==> src/design/awrs_pkg.sv <==
// shared constants for the windowed rms level meter
// no dependencies
`timescale 1ns / 1ps
`default_nettype none
package awrs_pkg;
  localparam int SAMPLE_BITS_DEF   = 16;
  localparam int POSITION_BITS_DEF = 32;
  localparam int FILL_W            = 17;   // window count, up to 65536
  localparam int TSUM_W            = 64;
  localparam int DC_W              = 48;
  localparam int OUT_DATA_W        = 160;
  localparam logic [15:0] WIN_SIZE_RESET = 16'd22050;
endpackage
`default_nettype wire

==> src/design/awrs_queue.sv <==
// two-entry job queue between the accumulator front and the rms back end
// depends on nothing
`timescale 1ns / 1ps
`default_nettype none
module awrs_queue #(
  parameter int WIDTH = 8
) (
  input  wire logic             clk,
  input  wire logic             rst,
  input  wire logic             push,
  input  wire logic [WIDTH-1:0] wdata,
  input  wire logic             pop,
  output logic                  full,
  output logic                  valid,
  output logic [WIDTH-1:0]      rdata
);
  logic [WIDTH-1:0] mem [2];
  logic             wptr;
  logic             rptr;
  logic [1:0]       used;

  always_ff @(posedge clk) begin
    if (push) begin
      mem[wptr] <= wdata;
    end
  end

  always_ff @(posedge clk) begin
    if (rst) begin
      wptr <= 1'b0;
      rptr <= 1'b0;
      used <= 2'd0;
    end else begin
      if (push) wptr <= ~wptr;
      if (pop) rptr <= ~rptr;
      used <= used + 2'(push) - 2'(pop);
    end
  end

  assign full  = used == 2'd2;
  assign valid = used != 2'd0;
  assign rdata = mem[rptr];
endmodule
`default_nettype wire

==> src/design/awrs_front.sv <==
// front end: takes samples, keeps window and stream sums, hands jobs to the queue
// depends on awrs_pkg
`timescale 1ns / 1ps
`default_nettype none
module awrs_front #(
  parameter int SAMPLE_BITS   = awrs_pkg::SAMPLE_BITS_DEF,
  parameter int POSITION_BITS = awrs_pkg::POSITION_BITS_DEF,
  parameter int WSUM_W        = 2 * SAMPLE_BITS + 15,
  parameter int JOB_W         = 2 + WSUM_W + awrs_pkg::FILL_W + 2 * POSITION_BITS
                                + awrs_pkg::TSUM_W + awrs_pkg::DC_W + 2 * SAMPLE_BITS
) (
  input  wire logic                   clk,
  input  wire logic                   rst,
  input  wire logic                   cfg_wen,
  input  wire logic [15:0]            cfg_wdata,
  input  wire logic                   accept,
  input  wire logic                   flush,
  input  wire logic [SAMPLE_BITS-1:0] sample,
  output logic                        push,
  output logic [JOB_W-1:0]            job
);
  import awrs_pkg::*;

  localparam int SB = SAMPLE_BITS;
  localparam int PB = POSITION_BITS;

  logic [15:0]              window_size;
  logic [WSUM_W-1:0]        wsum;
  logic [FILL_W-1:0]        fill;
  logic [PB-1:0]            pos;
  logic [TSUM_W-1:0]        tsum;
  logic [DC_W-1:0]          dcs;
  logic signed [SB-1:0]     low;
  logic signed [SB-1:0]     high;

  logic signed [SB-1:0]     s;
  logic signed [2*SB-1:0]   prod;
  logic [FILL_W-1:0]        count;
  logic [FILL_W-1:0]        limit;
  logic                     close;
  logic [WSUM_W-1:0]        wsum_next;

  always_comb begin
    s         = signed'(sample);
    prod      = s * s;
    count     = fill + FILL_W'(1);
    limit     = (window_size == 16'd0) ? FILL_W'(17'h10000) : FILL_W'(window_size);
    close     = count >= limit;
    wsum_next = wsum + WSUM_W'(unsigned'(prod));
  end

  assign push = accept && (flush || close);

  // job layout, msb first: flush, partial, wsum, count, start, tsum, dc, tpos, low, high
  always_comb begin
    if (flush) begin
      job = {1'b1, fill != FILL_W'(0), wsum, fill, pos, tsum, dcs, pos + PB'(fill),
             low, high};
    end else begin
      job = {1'b0, 1'b1, wsum_next, count, pos, TSUM_W'(0), DC_W'(0), PB'(0),
             SB'(0), SB'(0)};
    end
  end

  always_ff @(posedge clk) begin
    if (rst) begin
      window_size <= WIN_SIZE_RESET;
    end else if (cfg_wen) begin
      window_size <= cfg_wdata;
    end
  end

  always_ff @(posedge clk) begin
    if (rst || (accept && flush)) begin
      wsum <= '0;
      fill <= '0;
      pos  <= '0;
      tsum <= '0;
      dcs  <= '0;
      low  <= '0;
      high <= '0;
    end else if (accept) begin
      tsum <= tsum + TSUM_W'(unsigned'(prod));
      dcs  <= dcs + {{(DC_W-SB){s[SB-1]}}, s};
      if (s < low) low <= s;
      if (s > high) high <= s;
      if (close) begin
        wsum <= '0;
        fill <= '0;
        pos  <= pos + PB'(count);
      end else begin
        wsum <= wsum_next;
        fill <= count;
      end
    end
  end
endmodule
`default_nettype wire

==> src/design/awrs_back.sv <==
// back end: shared restoring divider and digit-pair square root, peak tracking,
// result register; depends on awrs_pkg
`timescale 1ns / 1ps
`default_nettype none
module awrs_back #(
  parameter int SAMPLE_BITS   = awrs_pkg::SAMPLE_BITS_DEF,
  parameter int POSITION_BITS = awrs_pkg::POSITION_BITS_DEF,
  parameter int WSUM_W        = 2 * SAMPLE_BITS + 15,
  parameter int JOB_W         = 2 + WSUM_W + awrs_pkg::FILL_W + 2 * POSITION_BITS
                                + awrs_pkg::TSUM_W + awrs_pkg::DC_W + 2 * SAMPLE_BITS
) (
  input  wire logic                           clk,
  input  wire logic                           rst,
  input  wire logic                           q_valid,
  input  wire logic [JOB_W-1:0]               q_rdata,
  output logic                                q_pop,
  output logic                                m_tvalid,
  input  wire logic                           m_tready,
  output logic [awrs_pkg::OUT_DATA_W-1:0]     m_tdata,
  output logic                                m_tuser,
  output logic                                m_tlast
);
  import awrs_pkg::*;

  localparam int SB    = SAMPLE_BITS;
  localparam int PB    = POSITION_BITS;
  localparam int DIV_W = (PB > FILL_W) ? PB : FILL_W;
  localparam logic [63:0] RMS_CAP = 64'(1) << (SB - 1);

  localparam logic [2:0] S_IDLE = 3'd0;
  localparam logic [2:0] S_LOAD = 3'd1;
  localparam logic [2:0] S_DIV  = 3'd2;
  localparam logic [2:0] S_SQRT = 3'd3;
  localparam logic [2:0] S_OUT  = 3'd4;

  localparam logic [1:0] PH_WIN = 2'd0;
  localparam logic [1:0] PH_TOT = 2'd1;
  localparam logic [1:0] PH_DC  = 2'd2;

  logic [2:0] state;
  logic [1:0] phase;

  // job fields
  logic                    j_flush, j_partial;
  logic [WSUM_W-1:0]       j_wsum;
  logic [FILL_W-1:0]       j_count;
  logic [PB-1:0]           j_start;
  logic [TSUM_W-1:0]       j_tsum;
  logic [DC_W-1:0]         j_dc;
  logic [PB-1:0]           j_tpos;
  logic [SB-1:0]           j_low, j_high;
  logic [JOB_W-1:0]        job;

  assign {j_flush, j_partial, j_wsum, j_count, j_start, j_tsum, j_dc, j_tpos,
          j_low, j_high} = job;

  // divider
  logic [63:0]      dvd;
  logic [DIV_W-1:0] dvs;
  logic [DIV_W-1:0] rem;
  logic [63:0]      quo;
  logic [5:0]       dcnt;
  logic [DIV_W:0]   trial;
  logic             ge;
  logic [63:0]      quo_next;
  logic [63:0]      q_fin;
  logic [63:0]      div_a;
  logic [DIV_W-1:0] div_b;
  logic [DC_W-1:0]  dmag;

  // square root
  logic [63:0] sv, sres, sbit;
  logic [4:0]  scnt;
  logic [63:0] st, sv_next, sres_next, capped;
  logic        sge;

  logic [15:0]        win_rms, tot_rms, best_rms;
  logic signed [15:0] dc_res, dc_sat;
  logic [PB-1:0]      best_start;

  always_comb begin
    dmag = j_dc[DC_W-1] ? (DC_W'(0) - j_dc) : j_dc;
    case (phase)
      PH_WIN: begin
        div_a = 64'(j_wsum);
        div_b = DIV_W'(j_count);
      end
      PH_TOT: begin
        div_a = j_tsum;
        div_b = DIV_W'(j_tpos);
      end
      default: begin
        div_a = 64'(dmag);
        div_b = DIV_W'(j_tpos);
      end
    endcase
    trial    = {rem, dvd[63]};
    ge       = trial >= {1'b0, dvs};
    quo_next = {quo[62:0], ge};
    q_fin    = (dvs == '0) ? 64'd0 : quo_next;
    if (j_dc[DC_W-1]) begin
      dc_sat = (q_fin > 64'd32768) ? 16'sh8000 : 16'(-signed'(q_fin));
    end else begin
      dc_sat = (q_fin > 64'd32767) ? 16'sd32767 : 16'(q_fin);
    end
    st        = sres + sbit;
    sge       = sv >= st;
    sv_next   = sge ? sv - st : sv;
    sres_next = sge ? (sres >> 1) + sbit : sres >> 1;
    capped    = (sres_next > RMS_CAP) ? RMS_CAP : sres_next;
  end

  assign q_pop = (state == S_IDLE) && q_valid;

  always_ff @(posedge clk) begin
    case (state)
      S_IDLE: if (q_valid) job <= q_rdata;
      S_LOAD: begin
        dvd  <= div_a;
        dvs  <= div_b;
        rem  <= '0;
        quo  <= '0;
        dcnt <= '0;
      end
      S_DIV: begin
        dvd  <= dvd << 1;
        rem  <= ge ? DIV_W'(trial - {1'b0, dvs}) : DIV_W'(trial);
        quo  <= quo_next;
        dcnt <= dcnt + 6'd1;
        sv   <= q_fin;
        sres <= '0;
        sbit <= 64'(1) << 62;
        scnt <= '0;
        if (dcnt == 6'd63) dc_res <= dc_sat;
      end
      S_SQRT: begin
        sv   <= sv_next;
        sres <= sres_next;
        sbit <= sbit >> 2;
        scnt <= scnt + 5'd1;
        if (scnt == 5'd31) begin
          if (phase == PH_WIN) win_rms <= capped[15:0];
          else tot_rms <= capped[15:0];
        end
      end
      default: begin
      end
    endcase
  end

  always_ff @(posedge clk) begin
    if (rst) begin
      state      <= S_IDLE;
      phase      <= PH_WIN;
      m_tvalid   <= 1'b0;
      best_rms   <= '0;
      best_start <= '0;
    end else begin
      if (state == S_OUT && (!m_tvalid || m_tready)) begin
        m_tvalid <= 1'b1;
      end else if (m_tready) begin
        m_tvalid <= 1'b0;
      end
      case (state)
        S_IDLE: begin
          if (q_valid) begin
            phase <= (q_rdata[JOB_W-1] && !q_rdata[JOB_W-2]) ? PH_TOT : PH_WIN;
            state <= S_LOAD;
          end
        end
        S_LOAD: state <= S_DIV;
        S_DIV: begin
          if (dcnt == 6'd63) state <= (phase == PH_DC) ? S_OUT : S_SQRT;
        end
        S_SQRT: begin
          if (scnt == 5'd31) begin
            if (phase == PH_WIN) begin
              state <= S_OUT;
            end else begin
              phase <= PH_DC;
              state <= S_LOAD;
            end
          end
        end
        S_OUT: begin
          if (!m_tvalid || m_tready) begin
            if (phase == PH_WIN && j_flush) begin
              phase <= PH_TOT;
              state <= S_LOAD;
            end else if (phase == PH_WIN) begin
              if (win_rms > best_rms) begin
                best_rms   <= win_rms;
                best_start <= j_start;
              end
              state <= S_IDLE;
            end else begin
              best_rms   <= '0;
              best_start <= '0;
              state      <= S_IDLE;
            end
          end
        end
        default: state <= S_IDLE;
      endcase
    end
  end

  // result register
  always_ff @(posedge clk) begin
    if (state == S_OUT && (!m_tvalid || m_tready)) begin
      if (phase == PH_WIN) begin
        m_tuser <= 1'b0;
        m_tlast <= !j_flush;
        m_tdata <= {1'b0, 15'd0, 16'd0, 32'd0, 16'd0, 16'd0, 16'd0,
                    32'(j_start), win_rms};
      end else begin
        m_tuser <= 1'b1;
        m_tlast <= 1'b1;
        m_tdata <= {1'b0, 15'(j_high), 16'(signed'(j_low)), 32'(best_start), best_rms,
                    dc_res, tot_rms, 32'd0, 16'd0};
      end
    end
  end

  a_pop_idle: assert property (@(posedge clk) disable iff (rst)
    q_pop |-> state == S_IDLE) else $error("queue popped while busy");
  a_rise_from_out: assert property (@(posedge clk) disable iff (rst)
    $rose(m_tvalid) |-> $past(state) == S_OUT) else $error("result raised outside output step");
  a_best_cap: assert property (@(posedge clk) disable iff (rst)
    64'(best_rms) <= RMS_CAP) else $error("peak rms above full scale");
  a_win_has_samples: assert property (@(posedge clk) disable iff (rst)
    (state != S_IDLE && phase == PH_WIN) |-> j_partial)
    else $error("window job without samples");
endmodule
`default_nettype wire

==> src/design/audio_window_rms_statistics_core.sv <==
// top level of the windowed rms level meter
// depends on awrs_pkg, awrs_front, awrs_queue, awrs_back
`timescale 1ns / 1ps
`default_nettype none
// channel | dir | tdata                 | tuser       | tlast
// s_*     | in  | sample                | kind        | -
// m_*     | out | window/total fields   | result_kind | last_of_run
// cfg_*   | in  | window_size           | -           | -
//
// a sample goes into the front's registered sums; a window close or end of stream
// queues a job for the back end (two-entry queue)
// back end: a restoring divide (load, then shift steps) and a digit-pair root;
// a window result is one divide and one root; an end-of-stream item is a divide
// and root for the stream rms, then a divide for dc, after any partial window
// s_tready drops only while the queue is full; m_tready stalls only the back
// synchronous active-high reset, window_size returns to 22050
module audio_window_rms_statistics_core #(
  parameter int SAMPLE_BITS   = awrs_pkg::SAMPLE_BITS_DEF,
  parameter int POSITION_BITS = awrs_pkg::POSITION_BITS_DEF
) (
  input  wire logic                                 clk,
  input  wire logic                                 rst,
  input  wire logic                                 cfg_wen,
  input  wire logic [15:0]                          cfg_wdata,
  input  wire logic                                 s_tvalid,
  output logic                                      s_tready,
  input  wire logic [((SAMPLE_BITS+7)/8)*8-1:0]     s_tdata,   // sample
  input  wire logic                                 s_tuser,   // kind
  output logic                                      m_tvalid,
  input  wire logic                                 m_tready,
  // window_rms, window_start, stream rms, dc_offset, best window rms,
  // best window start, min_sample, max_sample, one pad bit
  output logic [awrs_pkg::OUT_DATA_W-1:0]           m_tdata,
  output logic                                      m_tuser,   // result_kind
  output logic                                      m_tlast    // last_of_run
);
  import awrs_pkg::*;

  localparam int WSUM_W = 2 * SAMPLE_BITS + 15;
  localparam int JOB_W  = 2 + WSUM_W + FILL_W + 2 * POSITION_BITS + TSUM_W + DC_W
                          + 2 * SAMPLE_BITS;

  logic             q_full, q_valid, q_push, q_pop, accept;
  logic [JOB_W-1:0] q_wdata, q_rdata;

  // word taken whenever the queue can hold a job
  assign s_tready = !q_full;
  assign accept   = s_tvalid && s_tready;

  awrs_front #(
    .SAMPLE_BITS(SAMPLE_BITS), .POSITION_BITS(POSITION_BITS),
    .WSUM_W(WSUM_W), .JOB_W(JOB_W)
  ) u_front (
    .clk(clk), .rst(rst), .cfg_wen(cfg_wen), .cfg_wdata(cfg_wdata),
    .accept(accept), .flush(s_tuser), .sample(s_tdata[SAMPLE_BITS-1:0]),
    .push(q_push), .job(q_wdata)
  );

  awrs_queue #(.WIDTH(JOB_W)) u_queue (
    .clk(clk), .rst(rst), .push(q_push), .wdata(q_wdata), .pop(q_pop),
    .full(q_full), .valid(q_valid), .rdata(q_rdata)
  );

  awrs_back #(
    .SAMPLE_BITS(SAMPLE_BITS), .POSITION_BITS(POSITION_BITS),
    .WSUM_W(WSUM_W), .JOB_W(JOB_W)
  ) u_back (
    .clk(clk), .rst(rst), .q_valid(q_valid), .q_rdata(q_rdata), .q_pop(q_pop),
    .m_tvalid(m_tvalid), .m_tready(m_tready), .m_tdata(m_tdata),
    .m_tuser(m_tuser), .m_tlast(m_tlast)
  );
endmodule
`default_nettype wire

==> config.mk <==
export PLATFORM = sky130hd
export DESIGN_NAME = audio_window_rms_statistics_core
export DESIGN_NICKNAME = d
export VERILOG_FILES = /design/src/design/awrs_pkg.sv /design/src/design/awrs_queue.sv /design/src/design/awrs_front.sv /design/src/design/awrs_back.sv /design/src/design/audio_window_rms_statistics_core.sv
export SDC_FILE = /design/constraint.sdc
export NUM_CORES = 2
export LEC_CHECK = 0
export BUFFER_PORTS_ARGS = -buffer_cell sky130_fd_sc_hd__buf_2
export CAP_MARGIN = 15
export CORE_MARGIN = 2
export CORE_UTILIZATION = 58
export DETAILED_ROUTE_END_ITERATION = 8
export GPL_ROUTABILITY_DRIVEN = 1
export GPL_TIMING_DRIVEN = 1
export PLACE_DENSITY = 0.78
export SETUP_SLACK_MARGIN = 0.02
export SLEW_MARGIN = 15
export SYNTH_ARGS = -nofsm -noshare
export SYNTH_HDL_FRONTEND = slang
export SYNTH_SLANG_ARGS = --single-unit
==> constraint.sdc <==
create_clock -name clk -period 16.62 [get_ports clk]
set_input_delay 4.986 -clock clk [delete_from_list [all_inputs] [get_ports clk]]
set_output_delay 4.986 -clock clk [all_outputs]
set_load 0.02 [all_outputs]
# Yosys cells after proc, flatten, opt, wreduce, memory -nomap -nowiden
# Memories as Yosys holds them, arrays and structs flattened. A register that Yosys moved wholly into a read port is not among the register bits.
# Index checks and enable logic that the tools add are counted.
[totals] ff_bits=1192 ramBits=548 inputBits=38 out_inout_bits=164 elab_cells=167 memories=1
[classes] n_addsub=16 n_mul=1 n_lt_le_gt_ge=9 eq_ne=17 mux=49 bitwise=4 n_reduce_logical=35
[mem_list] memory="u_queue.mem" depth=2 width=274 read_ports=1 rd_clocked_by_memory_dff=1 wr=1 line_no="awrs_queue.sv:17" source="logic [WIDTH-1:0] mem [2];"
[op_table] operator="64-bit case mux with 2 select lines" count=5
[op_table] operator="274-bit 2-to-1 mux" count=1
[op_table] operator="64-bit 2-to-1 mux" count=3
[op_table] operator="64-bit by 16-bit greater-than comparator with 1-bit output (second input constant)" count=2
[op_table] operator="63-bit case mux with 2 select lines" count=1
[op_table] operator="16-bit 2-to-1 mux" count=6
[op_table] operator="32-bit 2-to-1 mux" count=3
[op_table] operator="32-bit by 17-bit adder with 32-bit output" count=2
[op_table] operator="63-bit by 64-bit adder with 64-bit output" count=1
[op_table] operator="64-bit by 32-bit adder with 64-bit output" count=1
[op_table] operator="64-bit adder" count=1
[op_table] operator="64-bit greater-or-equal comparator" count=1
[op_table] operator="64-bit by 15-bit greater-than comparator with 1-bit output (second input constant)" count=1
[op_table] operator="32-bit case mux with 2 select lines" count=1
[op_table] operator="64-bit subtractor" count=1
[op_table] operator="17-bit 2-to-1 mux" count=3
[op_table] operator="48-bit adder" count=1
[op_table] operator="48-bit 2-to-1 mux" count=1
[op_table] operator="1-bit by 48-bit subtractor with 48-bit output (first input constant)" count=1
[op_table] operator="47-bit by 32-bit adder with 47-bit output" count=1
[op_table] operator="47-bit 2-to-1 mux" count=1
[op_table] operator="33-bit by 32-bit greater-or-equal comparator with 1-bit output" count=1
[op_table] operator="16-bit greater-than comparator" count=2
[op_table] operator="32-bit logical NOT" count=1
[op_table] operator="other kinds (40)" count=89

# Logic depth before layout (Yosys ltp)
[logic_depth] depth_word=7 ltp_mapped=42

# By module
# Synthesis repeated with hierarchy kept, for this count alone.
[hier_totals] hier_cells=8725 area_unflattened_um2=95651.7
[modules_own_cells] module="awrs_back" instances=1 cells_each=4205 area_per_inst_um2=46437.0 seq_area_each_um2=26395.3
[modules_own_cells] module="awrs_front" instances=1 cells_each=3645 area_per_inst_um2=29112.9 seq_area_each_um2=5124.9
[modules_own_cells] module="awrs_queue" instances=1 cells_each=873 area_per_inst_um2=20091.8 seq_area_each_um2=16555.9
[modules_own_cells] module="audio_window_rms_statistics_core" instances=1 cells_each=2 area_per_inst_um2=10.0 seq_area_each_um2=0.0

# Worst setup path before layout
# OpenSTA, ideal clock, no wires.
[synth_path] kind="input to register" start="input s_tvalid" end="memory u_queue.mem[0][0] (netlist bit), enable pin" arrival_ns=16.961 t_required_ns=15.706 setup_slack_ns=-1.255 cell_stages=4 n_path_buf=1 cell_sequence="and2_1 clkbuf_1 o21ai_0 nor2_1"
[synth_between] elab_chain_cells=4
[synth_lines] element="from (decl)" line_no="audio_window_rms_statistics_core.sv:25" source="input wire logic s_tvalid,"
[synth_lines] element="1-bit logical AND" line_no="audio_window_rms_statistics_core.sv:48" source="assign accept = s_tvalid && s_tready;"
[synth_lines] element="1-bit logical AND" line_no="awrs_front.sv:52" source="assign push = accept && (flush || close);"
[synth_lines] element="1-bit 2-to-1 mux" line_no="awrs_queue.sv:23" source="if (push) begin"
[synth_lines] element="1-bit 2-to-1 mux (implied by the code)" line_no="awrs_queue.sv:24" source="mem[wptr] <= wdata;"
[synth_lines] element="to (decl)" line_no="awrs_queue.sv:17"
# Every way passes these cells.

# Worst setup path in the final report
[layout_path] start="input s_tdata[1]" end="register u_front.wsum[41]"
[layout_between] elab_chain_cells=3
[layout_lines] element="from (decl)" line_no="audio_window_rms_statistics_core.sv:27" source="input wire logic [((SAMPLE_BITS+7)/8)*8-1:0] s_tdata,"
[layout_lines] element="16-bit by 16-bit multiplier with 32-bit output" line_no="awrs_front.sv:45" source="prod = s * s;"
[layout_lines] element="47-bit by 32-bit adder with 47-bit output" line_no="awrs_front.sv:49" source="wsum_next = wsum + WSUM_W'(unsigned'(prod));"
[layout_lines] element="47-bit 2-to-1 mux" line_no="awrs_front.sv:87" source="if (close) begin"
[layout_lines] element="to (signal assigned)" line_no="awrs_front.sv:92" source="wsum <= wsum_next;"
[layout_lines] element="to (decl)" line_no="awrs_front.sv:28" source="logic [WSUM_W-1:0] wsum;"
# Every way passes these cells.
# A chain may end at the register's enable or synchronous reset.

==> key figures <==
Detailed routing
  – DRC Markers: 0
  – Routed via count: 67060
  – DR WL/cell: 20.60 um
  – Final ANT Viol Nets: 0
  – Total wire length: 229200 um
  – Vias per cell: 6.026
  – Drt initial violations: 6278
  – DRT Pass-1 Iters: 7

Setup path
  – Crit-path most repeated cell: fa_1
  – Max stage delay cell, worst path: o41ai_1
  – Critical Path Fanout Max: 18
  – Critical Path Max Stage Delay: 0.84 ns
  – Critical Path RT: 17.34 ns
  – Setup CP Type: primary input to flip-flop
  – Kind of end point of the critical path: flip-flop
  – WP data arrival: 14.68 ns
  – CP Launch Type: primary input

Logic synthesis
  – Top cells by area, synth: edfxtp_1 44%, dfxtp_1 6.6%, ha_1 6.2%
  – Mapped Area: 95400 um2
  – Syn Inst Count: 8771
  – Ys async rst share: 0%
  – Area leader, netlist: edfxtp_1
  – Syn_area_per_cell: 10.88 um2
  – Most common flop cell mapped by yosys: edfxtp_1
  – Synth unique cells: 104
  – Yosys warns: 0
  – Post-synthesis sequential area ratio: 50.33%
  – Post-synth top area share: 43.72%
  – Syn nets: 9522
  – Synthesized flop and latch total: 1704
  – Number of synthesized flops with an enable pin: 1389

GRT
  – Vias in the first global route: 66060
  – GRT Resource Usage Total: 26.95%
  – Pin count of the biggest net entering global routing: 218
  – Remaining global-route overflow: 0
  – Initial antenna violation count: 3
  – First-pass GRT wire length: 361600 um

Run
  – Maxcap violations: 0

CTS
  – Clock Tree Root: clkbuf_16
  – CTS resizes: 0
  – CTS buffer count: 175
  – Worst-skew pair later-pin latency: 0.83 ns
  – Clock H-tree levels: 4
  – Clock slew at reported path FFs: 0.06 ns
  – Setup bufs post-CTS: 0
  – Clock tree sinks: 1704
  – Clock tree buffer depth: 3
  – CTS tree: built
  – # hold bufs at CTS: 0

STA
  – Clock skew: 0.06434 ns
  – Pins Over Slew Limit: 0
  – Min cycle time layout: 13.96 ns
  – Post-route clock period utilization: 83.99%
  – Endpoints failing setup: 0
  – Final Hold Fails: 0
  – RSZ-0062 raised after global routing: false
  – Slew HR: 21.60%
  – Worst slew pin tran: 1.171 ns
  – Fin Hold WS: 0.4486 ns
  – Fmax: 71.64 MHz

Die
  – Die area: 167700 um2
  – Starting Density: 58.48%
  – Core ar.: 163100 um2
  – Die X: 409.6 um
  – Ports: 202
  – # rows: 148
  – Die Ht: 409.6 um

Finish
  – Cell area after layout: 104100 um2
  – # fillers: 12460
  – Fraction of layout cells with a size suffix above 1: 10.31%
  – NumNets Final: 9553
  – Area delta synth->final: 9.087%
  – Most frequent cells in the layout: 1389 x edfxtp_1, 800 x nand2_1, 578 x a21oi_1
  – Most common cell after layout, fill and taps aside: edfxtp_1

Worst hold path
  – Worst Hold Class: flip-flop to flip-flop

Status
  – Outcome: complete, no violations

Placement
  – Dpl hpwl: 159600 um
  – DP Area: 98230 um2
  – GPL Wtd Cong: 0.9392
  – # port buffers: 200
==> stage by stage <==
| stage | util, % | instances | worst slack (ns) | setup TNS [ns] |
|---|---|---|---|---|
| CTS | 63.77 | 11130 | 2.900 | 0 |
| global route | 63.79 | 11130 | 2.142 | 0 |
| global placement | 60.21 | 10800 | 2.337 | 0 |
| detailed placement | 60.21 | 10800 | 2.074 | 0 |
| finish | 63.79 | 11130 | 2.661 | 0 |
| floorplan | - | 8771 | -1.255 | -684.97 |
==> cell families after synthesis <==
group | count (synthesis) | synth area share (%)
buffers and inverters | 952 | 3.824
AOI/OAI and AO/OA | 1762 | 11.49
other | 1 | 0.003931
and+or+nand+nor | 2771 | 14.28
xor gates and xnor gates | 512 | 4.700
DFF | 1704 | 50.33
adders and majority gates | 713 | 11.27
muxes | 356 | 4.102
==> worst max-delay path: cells and delay by family <==
family | cells | cell delay (ns)
XOR/XNOR | 1 | 0.13
AO/OA/AOI/OAI | 9 | 3.20
adder cells (fa/ha/maj) | 8 | 3.58
buffers and inverters | 6 | 1.06
AND/OR/NAND/NOR | 9 | 1.71
==> path summary, 6_finish.rpt <==
kind	start	endpoint	slack (ns)	cells after the start
worst max-delay path	s_tdata[1]	u_front.wsum[41]$_SDFFE_PP0P_	2.66	33
worst min-delay path	u_back.best_start[25]$_SDFFE_PP0P_	u_back.best_start[25]$_SDFFE_PP0P_	0.45	2
worst max register to register	u_back.sres[2]$_SDFFCE_PN0P_	u_back.win_rms[4]$_DFFE_PP_	7.23	25
worst min register to register	u_back.best_start[25]$_SDFFE_PP0P_	u_back.best_start[25]$_SDFFE_PP0P_	0.45	2
==> layer usage <==
layer / vias up / part of all wire [%] / GRT usage, % / routed length [um]
met1: 32660 / 43 / 37.23 / 98810
li1: 31420 / - / - / -
met3: 479 / 6.8 / 3.844 / 15550
met2: 2496 / 47 / 44.17 / 108300
met5: - / 0 / 0 / 0
met4: 0 / 2.8 / 8.386 / 6529
==> synthesized netlist by cell type, drive strengths merged, types with 15 or more instances <==
cell,number
a211oi,59
xor2,203
o21a,60
nor2,583
nor2b,80
a31o,23
or3,58
o21bai,52
nor3,119
o211ai,33
nor4,68
and2,460
and4,21
nand3,249
a31oi,89
mux2i,76
ha,469
fa,244
mux2,280
nand2b,69
o21ai,442
nand2,803
nor3b,15
nand4,82
a21oi,583
or2,20
and3,100
inv,531
xnor2,309
buf,70
o31ai,69
a21o,158
a211o,21
edfxtp,1389
dfxtp,315
clkbuf,348
==> sequential cells by signal, summed over array words and instances, names as in the netlist, 6 cells and up, named ones only <==
signal               cells
u_queue.mem            546
u_back.job             272
u_back.m_tdata         159
u_back.dvd              64
u_back.sres             64
u_back.sv               64
u_front.tsum            64
u_back.quo              63
u_front.dcs             48
u_front.wsum            47
u_back.best_start       32
u_back.dvs              32
u_back.rem              32
u_back.sbit             32
u_front.pos             32
u_front.fill            17
u_back.best_rms         16
u_back.dc_res           16
u_back.tot_rms          16
u_back.win_rms          16
u_front.high            16
u_front.low             16
u_front.window_size     16
u_back.dcnt              6
==> cell type report <==
type,count,area (um2),area share (%)
Inverter,534,2017,1.938
Multi-Input combinational cell,6115,43920,42.20
Clock buffer,241,4780,4.593
Timing Repair Buffer,272,1583,1.521
Tap cell,2175,2721,2.615
Sequential cell,1704,48030,46.15
Clock inverter,86,1021,0.9810
Antenna cell,1,2.502,0.002404
Power is left out: the tool's default activity adds up to more than one toggle a clock period on the data nets, which glitch-free logic cannot reach.
